--- src/rtl/tpss_pkg.sv ---
package tpss_pkg;

  localparam int SLOT_COUNT_DEF = 32;
  localparam int COUNT_BITS_DEF = 16;
  localparam int MASK_W = 32;
  localparam int IDX_CMP_W = 7;

  typedef enum logic [1:0] {
    OP_TICK     = 2'd0,
    OP_REGISTER = 2'd1,
    OP_STOP     = 2'd2,
    OP_NONE     = 2'd3
  } op_t;

  typedef enum logic [2:0] {
    KIND_INVALID  = 3'd0,
    KIND_PERIODIC = 3'd1,
    KIND_EVENT    = 3'd2,
    KIND_CALLBACK = 3'd3,
    KIND_MONITOR  = 3'd4
  } kind_t;

  typedef enum logic [1:0] {
    CODE_OK      = 2'd0,
    CODE_REJECT  = 2'd1,
    CODE_STOPPED = 2'd2
  } code_t;

  typedef struct packed {
    logic release_hit;
    logic fire_hit;
    logic miss_hit;
    logic periodic;
  } slot_flags_t;

endpackage

--- src/rtl/tpss_cell.sv ---
module tpss_cell
  import tpss_pkg::*;
#(
  parameter int COUNT_BITS = COUNT_BITS_DEF
) (
  input  logic                  clk,
  input  logic                  rst,
  input  logic                  shift,
  input  kind_t                 d_kind,
  input  logic [COUNT_BITS-1:0] d_tick,
  input  logic [COUNT_BITS-1:0] d_period,
  input  logic [COUNT_BITS-1:0] d_beat,
  output kind_t                 q_kind,
  output logic [COUNT_BITS-1:0] q_tick,
  output logic [COUNT_BITS-1:0] q_period,
  output logic [COUNT_BITS-1:0] q_beat
);

  always_ff @(posedge clk) begin
    if (rst) begin
      q_kind   <= KIND_INVALID;
      q_tick   <= '0;
      q_period <= '0;
      q_beat   <= '0;
    end else if (shift) begin
      q_kind   <= d_kind;
      q_tick   <= d_tick;
      q_period <= d_period;
      q_beat   <= d_beat;
    end
  end

endmodule

--- src/rtl/tpss_slot_unit.sv ---
module tpss_slot_unit
  import tpss_pkg::*;
#(
  parameter int COUNT_BITS = COUNT_BITS_DEF
) (
  input  op_t                   op,
  input  logic                  run_flag,
  input  logic                  wr_hit,
  input  kind_t                 wr_kind,
  input  logic [COUNT_BITS-1:0] wr_period,
  input  logic [COUNT_BITS-1:0] wr_beat,
  input  kind_t                 in_kind,
  input  logic [COUNT_BITS-1:0] in_tick,
  input  logic [COUNT_BITS-1:0] in_period,
  input  logic [COUNT_BITS-1:0] in_beat,
  output kind_t                 out_kind,
  output logic [COUNT_BITS-1:0] out_tick,
  output logic [COUNT_BITS-1:0] out_period,
  output logic [COUNT_BITS-1:0] out_beat,
  output slot_flags_t           flags
);

  logic [COUNT_BITS-1:0] tick_inc;
  logic [COUNT_BITS-1:0] tick_new;
  logic                  due;
  logic                  miss;
  logic                  do_tick;

  assign do_tick  = (op == OP_TICK) && run_flag;
  assign tick_inc = (in_tick != '1) ? in_tick + COUNT_BITS'(1) : in_tick;
  assign due      = ((in_kind == KIND_PERIODIC) || (in_kind == KIND_CALLBACK)) &&
                    (tick_inc == in_period);
  assign tick_new = due ? '0 : tick_inc;
  assign miss     = ((in_kind == KIND_PERIODIC) || (in_kind == KIND_EVENT)) &&
                    (tick_new >= in_beat);

  always_comb begin
    out_kind   = in_kind;
    out_tick   = in_tick;
    out_period = in_period;
    out_beat   = in_beat;
    flags      = '0;
    flags.periodic = (in_kind == KIND_PERIODIC);
    if (do_tick) begin
      out_tick          = tick_new;
      flags.miss_hit    = miss;
      flags.release_hit = !miss && due && (in_kind == KIND_PERIODIC);
      flags.fire_hit    = !miss && due && (in_kind == KIND_CALLBACK);
    end else if ((op == OP_REGISTER) && wr_hit) begin
      out_kind   = wr_kind;
      out_tick   = '0;
      out_period = wr_period;
      out_beat   = wr_beat;
    end
  end

endmodule

--- src/rtl/periodic_task_slot_scheduler_core.sv ---
// Every transaction, whether tick, slot registration, stop or no-op, walks the ring of slot
// cells once, one slot per clock through a single update unit, so busy stays high after start
// is taken until the walk ends, and done pulses for one cycle in the cycle after the walk ends.
// A new transaction may be started in that same done cycle. The result ports are valid
// only while done is high and must be captured then, as the block cannot be held off by
// the receiver.
module periodic_task_slot_scheduler_core
  import tpss_pkg::*;
#(
  parameter int SLOT_COUNT = SLOT_COUNT_DEF,
  parameter int COUNT_BITS = COUNT_BITS_DEF
) (
  input  logic              clk,
  input  logic              rst,
  input  logic              start,
  output logic              busy,
  input  logic [1:0]        operation,
  input  logic [4:0]        slot_index,
  input  logic [2:0]        slot_kind,
  input  logic [15:0]       run_period,
  input  logic [15:0]       beat_limit,
  output logic              done,
  output logic [MASK_W-1:0] release_mask,
  output logic [MASK_W-1:0] fire_mask,
  output logic [MASK_W-1:0] scheduled_seen,
  output logic [MASK_W-1:0] missed_seen,
  output logic [1:0]        result_code,
  output logic              still_running
);

  localparam int CNT_W = (SLOT_COUNT > 1) ? $clog2(SLOT_COUNT) : 1;
  localparam logic [CNT_W-1:0] LAST = CNT_W'(SLOT_COUNT - 1);

  kind_t                 c_kind   [SLOT_COUNT];
  logic [COUNT_BITS-1:0] c_tick   [SLOT_COUNT];
  logic [COUNT_BITS-1:0] c_period [SLOT_COUNT];
  logic [COUNT_BITS-1:0] c_beat   [SLOT_COUNT];

  kind_t                 u_kind;
  logic [COUNT_BITS-1:0] u_tick;
  logic [COUNT_BITS-1:0] u_period;
  logic [COUNT_BITS-1:0] u_beat;
  slot_flags_t           flags;

  op_t                   op;
  logic                  wr_en;
  kind_t                 wr_kind;
  logic [COUNT_BITS-1:0] wr_period;
  logic [COUNT_BITS-1:0] wr_beat;
  logic [4:0]            wr_index;
  logic [CNT_W-1:0]      cnt;
  logic                  run_flag;
  code_t                 code;
  logic [MASK_W-1:0]     rel_acc;
  logic [MASK_W-1:0]     fire_acc;
  logic [MASK_W-1:0]     sched_bits;
  logic [MASK_W-1:0]     missed_bits;

  logic                  accept;
  op_t                   op_in;
  kind_t                 kind_in;
  logic [COUNT_BITS-1:0] per_in;
  logic [COUNT_BITS-1:0] beat_in;
  logic                  idx_ok;
  logic                  reject;
  logic                  wr_hit;
  logic [MASK_W-1:0]     slot_bit;

  assign accept  = start && !busy;
  assign op_in   = op_t'(operation);
  assign kind_in = (slot_kind > KIND_MONITOR) ? KIND_INVALID : kind_t'(slot_kind);
  assign per_in  = COUNT_BITS'(run_period);
  assign beat_in = COUNT_BITS'(beat_limit);
  assign idx_ok  = IDX_CMP_W'(slot_index) < IDX_CMP_W'(SLOT_COUNT);
  assign reject  = (kind_in == KIND_PERIODIC) && (per_in == '0);
  assign wr_hit  = wr_en && (IDX_CMP_W'(cnt) == IDX_CMP_W'(wr_index));
  assign slot_bit = (IDX_CMP_W'(cnt) < IDX_CMP_W'(MASK_W)) ?
                    (MASK_W'(1) << IDX_CMP_W'(cnt)) : '0;

  tpss_slot_unit #(
    .COUNT_BITS(COUNT_BITS)
  ) u_unit (
    .op        (op),
    .run_flag  (run_flag),
    .wr_hit    (wr_hit),
    .wr_kind   (wr_kind),
    .wr_period (wr_period),
    .wr_beat   (wr_beat),
    .in_kind   (c_kind[0]),
    .in_tick   (c_tick[0]),
    .in_period (c_period[0]),
    .in_beat   (c_beat[0]),
    .out_kind  (u_kind),
    .out_tick  (u_tick),
    .out_period(u_period),
    .out_beat  (u_beat),
    .flags     (flags)
  );

  for (genvar i = 0; i < SLOT_COUNT; i++) begin : g_cell
    if (i == SLOT_COUNT - 1) begin : g_tail
      tpss_cell #(
        .COUNT_BITS(COUNT_BITS)
      ) u_cell (
        .clk     (clk),
        .rst     (rst),
        .shift   (busy),
        .d_kind  (u_kind),
        .d_tick  (u_tick),
        .d_period(u_period),
        .d_beat  (u_beat),
        .q_kind  (c_kind[i]),
        .q_tick  (c_tick[i]),
        .q_period(c_period[i]),
        .q_beat  (c_beat[i])
      );
    end else begin : g_body
      tpss_cell #(
        .COUNT_BITS(COUNT_BITS)
      ) u_cell (
        .clk     (clk),
        .rst     (rst),
        .shift   (busy),
        .d_kind  (c_kind[i+1]),
        .d_tick  (c_tick[i+1]),
        .d_period(c_period[i+1]),
        .d_beat  (c_beat[i+1]),
        .q_kind  (c_kind[i]),
        .q_tick  (c_tick[i]),
        .q_period(c_period[i]),
        .q_beat  (c_beat[i])
      );
    end
  end

  always_ff @(posedge clk) begin
    if (rst) begin
      busy        <= 1'b0;
      done        <= 1'b0;
      cnt         <= '0;
      run_flag    <= 1'b1;
      code        <= CODE_OK;
      op          <= OP_NONE;
      wr_en       <= 1'b0;
      rel_acc     <= '0;
      fire_acc    <= '0;
      sched_bits  <= '0;
      missed_bits <= '0;
    end else begin
      done <= 1'b0;
      if (accept) begin
        busy     <= 1'b1;
        cnt      <= '0;
        op       <= op_in;
        rel_acc  <= '0;
        fire_acc <= '0;
        wr_en    <= (op_in == OP_REGISTER) && idx_ok && !reject;
        if ((op_in == OP_REGISTER) && idx_ok && reject) begin
          code <= CODE_REJECT;
        end else if ((op_in == OP_TICK) && !run_flag) begin
          code <= CODE_STOPPED;
        end else begin
          code <= CODE_OK;
        end
        if (op_in == OP_STOP) begin
          run_flag <= 1'b0;
        end
      end else if (busy) begin
        if (flags.release_hit) begin
          rel_acc    <= rel_acc | slot_bit;
          sched_bits <= sched_bits | slot_bit;
        end
        if (flags.fire_hit) begin
          fire_acc <= fire_acc | slot_bit;
        end
        if (flags.miss_hit) begin
          missed_bits <= missed_bits | slot_bit;
        end
        if ((op == OP_STOP) && flags.periodic) begin
          rel_acc <= rel_acc | slot_bit;
        end
        if (cnt == LAST) begin
          busy <= 1'b0;
          done <= 1'b1;
        end else begin
          cnt <= cnt + CNT_W'(1);
        end
      end
    end
  end

  always_ff @(posedge clk) begin
    if (accept) begin
      wr_index  <= slot_index;
      wr_kind   <= kind_in;
      wr_period <= ((kind_in == KIND_PERIODIC) || (kind_in == KIND_CALLBACK)) ? per_in : '0;
      wr_beat   <= ((kind_in == KIND_PERIODIC) || (kind_in == KIND_EVENT)) ? beat_in : '0;
    end
  end

  assign release_mask   = rel_acc;
  assign fire_mask      = fire_acc;
  assign scheduled_seen = sched_bits;
  assign missed_seen    = missed_bits;
  assign result_code    = code;
  assign still_running  = run_flag;

  a_done_idle : assert property (@(posedge clk) disable iff (rst) done |-> !busy)
    else $error("Result strobe raised while a walk is in progress.");

  a_walk_end : assert property (@(posedge clk) disable iff (rst)
    (busy && (cnt == LAST)) |=> done)
    else $error("Walk ended without a result strobe.");

  a_done_single : assert property (@(posedge clk) disable iff (rst) done |=> !done)
    else $error("Result strobe held for more than one cycle.");

  a_start_takes : assert property (@(posedge clk) disable iff (rst)
    (start && !busy) |=> busy)
    else $error("Accepted transaction did not start a walk.");

  a_stop_sticky : assert property (@(posedge clk) disable iff (rst)
    !run_flag |=> !run_flag)
    else $error("Scheduler resumed running after a stop.");

endmodule

--- config.mk ---
export PLATFORM = sky130hd
export DESIGN_NAME = periodic_task_slot_scheduler_core
export DESIGN_NICKNAME = d
export VERILOG_FILES = /design/src/rtl/tpss_pkg.sv /design/src/rtl/tpss_cell.sv /design/src/rtl/tpss_slot_unit.sv /design/src/rtl/periodic_task_slot_scheduler_core.sv
export SDC_FILE = /design/constraint.sdc
export NUM_CORES = 2
export LEC_CHECK = 0
export BUFFER_PORTS_ARGS = -buffer_cell sky130_fd_sc_hd__buf_2
export CAP_MARGIN = 20
export CORE_MARGIN = 2
export CORE_UTILIZATION = 34
export CTS_BUF_LIST = sky130_fd_sc_hd__clkbuf_8 sky130_fd_sc_hd__clkbuf_16
export CTS_CLUSTER_SIZE = 25
export DETAILED_ROUTE_END_ITERATION = 12
export GPL_TIMING_DRIVEN = 0
export PLACE_DENSITY = 0.49
export SETUP_SLACK_MARGIN = 0.1
export SYNTH_ARGS = -nofsm -noshare
export SYNTH_HDL_FRONTEND = slang
export SYNTH_SLANG_ARGS = --single-unit
--- constraint.sdc ---
create_clock -name clk -period 5.05 [get_ports clk]
set_clock_uncertainty 0.2 [all_clocks]
set_input_delay 1.515 -clock clk [delete_from_list [all_inputs] [get_ports clk]]
set_output_delay 1.515 -clock clk [all_outputs]
set_load 0.05 [all_outputs]
# --- Yosys cells after proc, flatten, opt, wreduce, memory -nomap -nowiden ---
# Cells that the tools add are included.
classes:
  eq_ne: 14
  bitwise_logic: 7
  add_sub_neg: 2
  n_reduce_logical: 34
  n_mux: 20
  shift: 1
  magnitude_cmp: 2
ops:
  columns: ["operator", "n"]
  rows:
  - ["16-bit two-way mux", 8]
  - ["32-bit bitwise OR", 4]
  - ["32-bit two-way mux", 2]
  - ["1-bit by 5-bit left shift with 32-bit output (first input constant)", 1]
  - ["16-bit by 1-bit adder with 16-bit output (second input constant)", 1]
  - ["16-bit == test", 1]
  - ["16-bit greater-or-equal comparator", 1]
  - ["16-bit logical NOT", 1]
  - ["16-bit inequality test (second input constant)", 1]
  - ["1-bit logical AND", 14]
  - ["3-bit by 2-bit == test with 1-bit output (second input constant)", 4]
  - ["3-bit two-way mux", 4]
  - ["2-bit AND reduction", 4]
  - ["3-bit by 1-bit == test with 1-bit output (second input constant)", 2]
  - ["3-bit AND reduction", 2]
  - ["5-bit by 1-bit adder with 5-bit output (second input constant)", 1]
  - ["5-bit == test", 1]
  - ["5-bit == test (second input constant)", 1]
  - ["2-bit by 1-bit == test with 1-bit output (second input constant)", 2]
  - ["2-bit == test (second input constant)", 2]
  - ["1-bit logical NOT", 4]
  - ["2-bit logical NOT", 2]
  - ["1-bit logical OR", 4]
  - ["1-bit two-way mux", 4]
  - ["6 further kinds", 9]
word_totals:
  out_inout_bits: 133
  inputBits: 45
  word_cells: 223
  regBits: 1813

# --- Longest topological paths before layout ---
logic_depth:
  ltp_word: 13
  depth_mapped: 21
  depth_no_buf: 17

# --- Hierarchy ---
# Synthesis repeated with hierarchy kept, for this count alone.
hier_totals:
  cells_unflattened: 6258
  hier_area_um2: 67618.6
modules_own_cells:
  columns: ["mod", "n_inst", "cells_each", "area_each_um2", "seq_area_each_um2"]
  rows:
  - ["tpss_cell", 32, 165, 1833.0, 1021.0]
  - ["periodic_task_slot_scheduler_core", 1, 590, 6406.1, 4023.9]
  - ["tpss_slot_unit", 1, 388, 2556.2, 0.0]

# --- Worst setup path after synthesis ---
# OpenSTA, ideal clock, no wires.
synth_timing:
  path_type: "flip-flop to flip-flop"
  from: "register g_cell[0].g_body.u_cell.q_tick[1]"
  to: "register sched_bits[10] (netlist: scheduled_seen[10])"
  setup_slack_ns: 0.191
  setup_ns: 0.065
  stages_incl_launch_ff: 22
  period_less_slack_ns: 4.859
  arrival_ns: 4.594
  required_ns: 4.785
  path_buffers: 4
  cell_sequence: "dfxtp_1 -> ha_1 -> and4_1 -> buf_2 -> nand4_1 -> mux2i_1 -> a2111oi_2 -> o2111ai_1 -> nor4_2 -> buf_4 -> buf_4 -> nand2b_1 -> ha_1 -> nand2b_1 -> a21o_1 -> a21o_1 -> a21oi_1 -> o21ai_0 -> a311oi_1 -> clkbuf_1 -> a31oi_1 -> nor2_1"
synth_between:
  elab_chain_cells: 12
  elab_cells_between_ends: 13
  cone_classes: "add/sub: 1; order compare: 1; eq/ne: 2; mux: 3; reduce/logical: 6"
synth_lines:
  columns: ["element", "line", "text"]
  rows:
  - ["start, declared", "tpss_cell.sv:14", "output logic [COUNT_BITS-1:0] q_tick,"]
  - ["start signal, assigned", "tpss_cell.sv:27", "q_tick <= d_tick;"]
  - ["16-bit by 1-bit adder with 16-bit output / 16-bit inequality test (equally long branches)", "tpss_slot_unit.sv:30", "assign tick_inc = (in_tick != '1) ? in_tick + COUNT_BITS'(1) : in_tick;"]
  - ["16-bit two-way mux *", "tpss_slot_unit.sv:30", null]
  - ["16-bit == test", "tpss_slot_unit.sv:32", "(tick_inc == in_period);"]
  - ["1-bit logical AND", "tpss_slot_unit.sv:31", "assign due = ((in_kind == KIND_PERIODIC) || (in_kind == KIND_CALLBACK)) &&"]
  - ["16-bit two-way mux", "tpss_slot_unit.sv:33", "assign tick_new = due ? '0 : tick_inc;"]
  - ["16-bit greater-or-equal comparator", "tpss_slot_unit.sv:35", "(tick_new >= in_beat);"]
  - ["1-bit logical AND", "tpss_slot_unit.sv:34", "assign miss = ((in_kind == KIND_PERIODIC) || (in_kind == KIND_EVENT)) &&"]
  - ["1-bit logical NOT", "tpss_slot_unit.sv:47", "flags.release_hit = !miss && due && (in_kind == KIND_PERIODIC);"]
  - ["1-bit logical AND * (2 in a row)", "tpss_slot_unit.sv:47", null]
  - ["3-bit two-way mux *", "tpss_slot_unit.sv:44", "if (do_tick) begin"]
  - ["3-bit AND reduction (no line) *", null, null]
  - ["end signal, assigned", "periodic_task_slot_scheduler_core.sv:171", "sched_bits <= sched_bits | slot_bit;"]
  - ["end, declared", "periodic_task_slot_scheduler_core.sv:56", "logic [MASK_W-1:0] sched_bits;"]
# Every way passes the cells marked *; elsewhere a longest branch is shown, timed or not.
# A chain may end at the register's enable or synchronous reset.

# --- Worst setup path in the final report ---
layout_timing:
  from: "register g_cell[0].g_body.u_cell.q_tick[1]"
  to: "register rel_acc[13] (netlist: release_mask[13])"
layout_between:
  elab_chain_cells: 13
  elab_cells_between_ends: 14
  cone_classes: "add/sub: 1; order compare: 1; eq/ne: 2; mux: 3; reduce/logical: 7"
layout_lines:
  columns: ["element", "line", "text"]
  rows:
  - ["16-bit by 1-bit adder with 16-bit output / 16-bit inequality test (equally long branches)", "tpss_slot_unit.sv:30", null]
  - ["16-bit two-way mux *", "tpss_slot_unit.sv:30", null]
  - ["16-bit == test", "tpss_slot_unit.sv:32", null]
  - ["1-bit logical AND", "tpss_slot_unit.sv:31", null]
  - ["16-bit two-way mux", "tpss_slot_unit.sv:33", null]
  - ["16-bit greater-or-equal comparator", "tpss_slot_unit.sv:35", null]
  - ["1-bit logical AND", "tpss_slot_unit.sv:34", null]
  - ["1-bit logical NOT", "tpss_slot_unit.sv:47", null]
  - ["1-bit logical AND * (2 in a row)", "tpss_slot_unit.sv:47", null]
  - ["3-bit two-way mux *", "tpss_slot_unit.sv:44", null]
  - ["2-bit nonzero test (no line) *", null, null]
  - ["2-bit AND reduction (no line) *", null, null]
  - ["end signal, assigned", "periodic_task_slot_scheduler_core.sv:170", "rel_acc <= rel_acc | slot_bit;"]
  - ["end signal, assigned", "periodic_task_slot_scheduler_core.sv:180", "rel_acc <= rel_acc | slot_bit;"]
  - ["end, declared", "periodic_task_slot_scheduler_core.sv:54", "logic [MASK_W-1:0] rel_acc;"]
# Marked as above.

==> metrics.md <==
| Metric | Value |
|---|---|
| Setup violations, final | `0` |
| Placer Congestion | `0.878` |
| Mapped Cells | `6276` |
| DRT iter0 DRCs | `2485` |
| Via/cell ratio | `4.71` |
| Syn_nets | `6345` |
| Post-route DRC | `0` |
| First-pass GRT wire length | `271 mm` |
| Hold WS | `0.250 ns` |
| Crit path required time | `5.62 ns` |
| WL per Instance | `19.0 um` |
| Setup crit start kind | `flop` |
| Post-DP Area | `69400 um2` |
| Die Width | `442 um` |
| DIE AREA | `196000 um2` |
| CP Max Fanout | `8` |
| Synth area leaders | `dfxtp_1, mux2i_1, nor2_1, edfxtp_1, clkbuf_1` |
| Final nets | `6775` |
| Util after Layout | `40.4%` |
| Syn. warnings | `0` |
| Most Frequent Cell on Critical Path | `buf_6` |
| Synth Cell Area | `65300 um2` |
| Top post-synthesis cells by count | `nor2_1, dfxtp_1, mux2i_1, clkbuf_1, buf_1` |
| Largest net degree at the start of global routing | `46` |
| Worst-Margin Slew | `1.18 ns` |
| HPWL after DPL | `133 mm` |
| Register area share after synthesis | `56.2%` |
| Hold Path Stages | `2` |
| Clock transition at path regs | `0.06 ns` |
| Register area | `36700 um2` |
| H-tree levels | `4` |
| Critical path arrival | `5.42 ns` |
| MaxCap Viol Count | `0` |
| Area delta synth->final | `17.7%` |
| Clk buf depth | `3` |
| Synth unique cells | `65` |
| Fill cells | `18561` |
| Top_reg_cell synth | `dfxtp_1` |
| Buffers on Ports | `176` |
| Reg2Reg Depth | `25` |
| Total CTS buffers | `189` |
| Routed Wire Length | `178 mm` |
| Post-route ant nets | `0` |
| # clock sinks | `1813` |
| Slowest stage delay, CP | `0.38 ns` |
| R2r setup slk | `0.19 ns` |
| Initial antenna violation count | `8` |
| Status | `finished, final reports clean` |
| Crit path kind | `flop to flop` |
| Total core area | `190000 um2` |
| Critical Path End Type | `flop` |
| # IOs | `178` |
| Number of synthesized register bits | `1813` |
| Vias in the first global route | `42930` |
| Area of the multi-input gates | `27100 um2` |
| Worst vdd ir | `0.359 mV` |
| Slowest-stage cell, CP | `nor4_4` |
| Crit share post-route | `96.2%` |
| CTS tree | `built` |
| DR vias | `44100` |
| # rows | `160` |
| Final Hold Fails | `0` |
| Final min period | `4.86 ns` |
| All-layer global routing usage | `17.8%` |
| Grt total ovfl | `0` |
| Root Driver | `clkbuf_16` |
| Leakage | `30.1 nW` |
| Most common cell in the synthesized netlist | `nor2_1` |
| F_max | `0.206 GHz` |
| Share of layout cells above drive strength 1 | `9.39%` |
| Number of synthesized flops with an enable pin | `40` |
| Largest area contributor in the netlist | `dfxtp_1` |
| Worst hold-check path type | `flop to flop` |
| Die Y-Extent | `442 um` |
| Worst skew pair latency | `0.84 ns` |
| Detailed Routing Iterations Pass 1 | `5` |
| Final instance area | `76900 um2` |
| Async SR Flop Fraction | `0%` |
| Pwr Density | `389 nW/um2` |
| Mapped Avg Cell Area | `10.4 um2` |
| Initial Utilization | `34.3%` |
| Top-area cell type share of the netlist area | `54.4%` |
| Final Slew Violations | `0` |
| RSZ-0062 raised after global routing | `true` |
| Normalized max-slew margin | `21.5%` |
[flip-flops by register name, indices dropped and copies added (netlist names)]
register	flops
busy	1
cnt	5
done	1
fire_mask	32
g_cell.g_body.u_cell.q_beat	496
g_cell.g_body.u_cell.q_kind	93
g_cell.g_body.u_cell.q_period	496
g_cell.g_body.u_cell.q_tick	496
g_cell.g_tail.u_cell.q_beat	16
g_cell.g_tail.u_cell.q_kind	3
g_cell.g_tail.u_cell.q_period	16
g_cell.g_tail.u_cell.q_tick	16
missed_seen	32
op	2
release_mask	32
result_code	2
scheduled_seen	32
still_running	1
wr_beat	16
wr_en	1
wr_index	5
wr_kind	3
wr_period	16
[area by class of cell]
type | instances | area share, %
plain buffers | 449 | 2.51
inverters | 29 | 0.142
clock buffers | 250 | 7.29
diodes | 3 | 0.00977
flip-flops and latches | 1813 | 47.8
multi-input cells | 3984 | 35.3
clock inverters | 91 | 0.907
well taps | 2511 | 4.09
repair buffers | 240 | 1.98
[path summary, 6_finish.rpt]
| path | start | end |
|---|---|---|
| hold reg to reg | release_mask[12] | release_mask[12] |
| setup reg to reg | g_cell[0].g_body.u_cell.q_tick[1] | release_mask[13] |
| hold / removal | release_mask[12] | release_mask[12] |
| setup / recovery | g_cell[0].g_body.u_cell.q_tick[1] | release_mask[13] |
[layout by cell type (no fill, tap or decap), drive strengths merged, types with 3 or more instances in the layout]
| cell type | count |
|---|---|
| a211oi | 41 |
| a21o | 10 |
| a21oi | 43 |
| a31oi | 101 |
| and2 | 34 |
| and3 | 10 |
| and3b | 4 |
| and4 | 3 |
| buf | 374 |
| bufinv | 4 |
| clkbuf | 565 |
| clkinv | 25 |
| dfxtp | 1773 |
| diode | 3 |
| edfxtp | 40 |
| ha | 24 |
| inv | 89 |
| mux2i | 1620 |
| nand2 | 56 |
| nand2b | 15 |
| nand3 | 42 |
| nand3b | 4 |
| nand4 | 13 |
| nand4b | 4 |
| nor2 | 1777 |
| nor2b | 20 |
| nor3 | 15 |
| nor3b | 7 |
| nor4 | 18 |
| nor4bb | 3 |
| o21ai | 45 |
| o22ai | 4 |
| or2 | 4 |
| or3 | 14 |
| xnor2 | 12 |
| xor2 | 11 |
[logic make-up (layout without fill, tap and decap cells)]
logic type                 Yosys count  count (layout)  share of synthesized area [%]
buffers and inverters              479            1059                           2.84
other                                0               3                              0
muxes                             1620            1620                           24.8
AOI/OAI and AO/OA                  270             270                           2.63
xor gates and xnor gates            24              24                          0.343
adders and majority gates           24              24                          0.460
DFF                               1813            1813                           56.2
and+or+nand+nor                   2046            2046                           12.7
[timing repair]
item	in CTS	in global routing
pin swaps	14	50
setup endpoints to repair	96	94
buffers inserted	21	30
gates cloned	1	4
gates resized for setup	82	85
hold buffers	0	0
[layer usage]
layer / vias up / share of wire [%] / GRT usage, %
li1: 22068 / - / -
met1: 20938 / 49 / 24.7
met2: 835 / 45 / 28.3
met3: 257 / 4.2 / 3.06
met4: 2 / 2.5 / 5.33
met5: - / 0.0073 / 0
[worst max-delay path: cells and delay by family (launching register included)]
kind            cells  cell delay, ns
compound gates     10            1.88
buf+inv             9            1.28
simple gates        2            0.42
flops               1            0.36
fa+ha+maj           2            0.33
xor+xnor            2            0.29
[through the flow]
stage	total power [W]	setup WS (ns)	TNS, ns	std cells
final	0.0299	0.192	0	9370
after CTS	0.0303	0.0865	0	9331
after global routing	0.0310	0.0726	0	9367
after global placement	0.0164	-2.51	-188.57	8963
after detailed placement	0.0164	-1.95	-156.89	8969
after floorplan	0.0159	0.191	0	6276
[where the power goes]
group	switching [W]	internal, W
Sequential	0.0000450	0.0144
Combinational	0.00101	0.000559
Clock	0.00588	0.00797
Note: power is estimated with default switching activity, not from simulation.
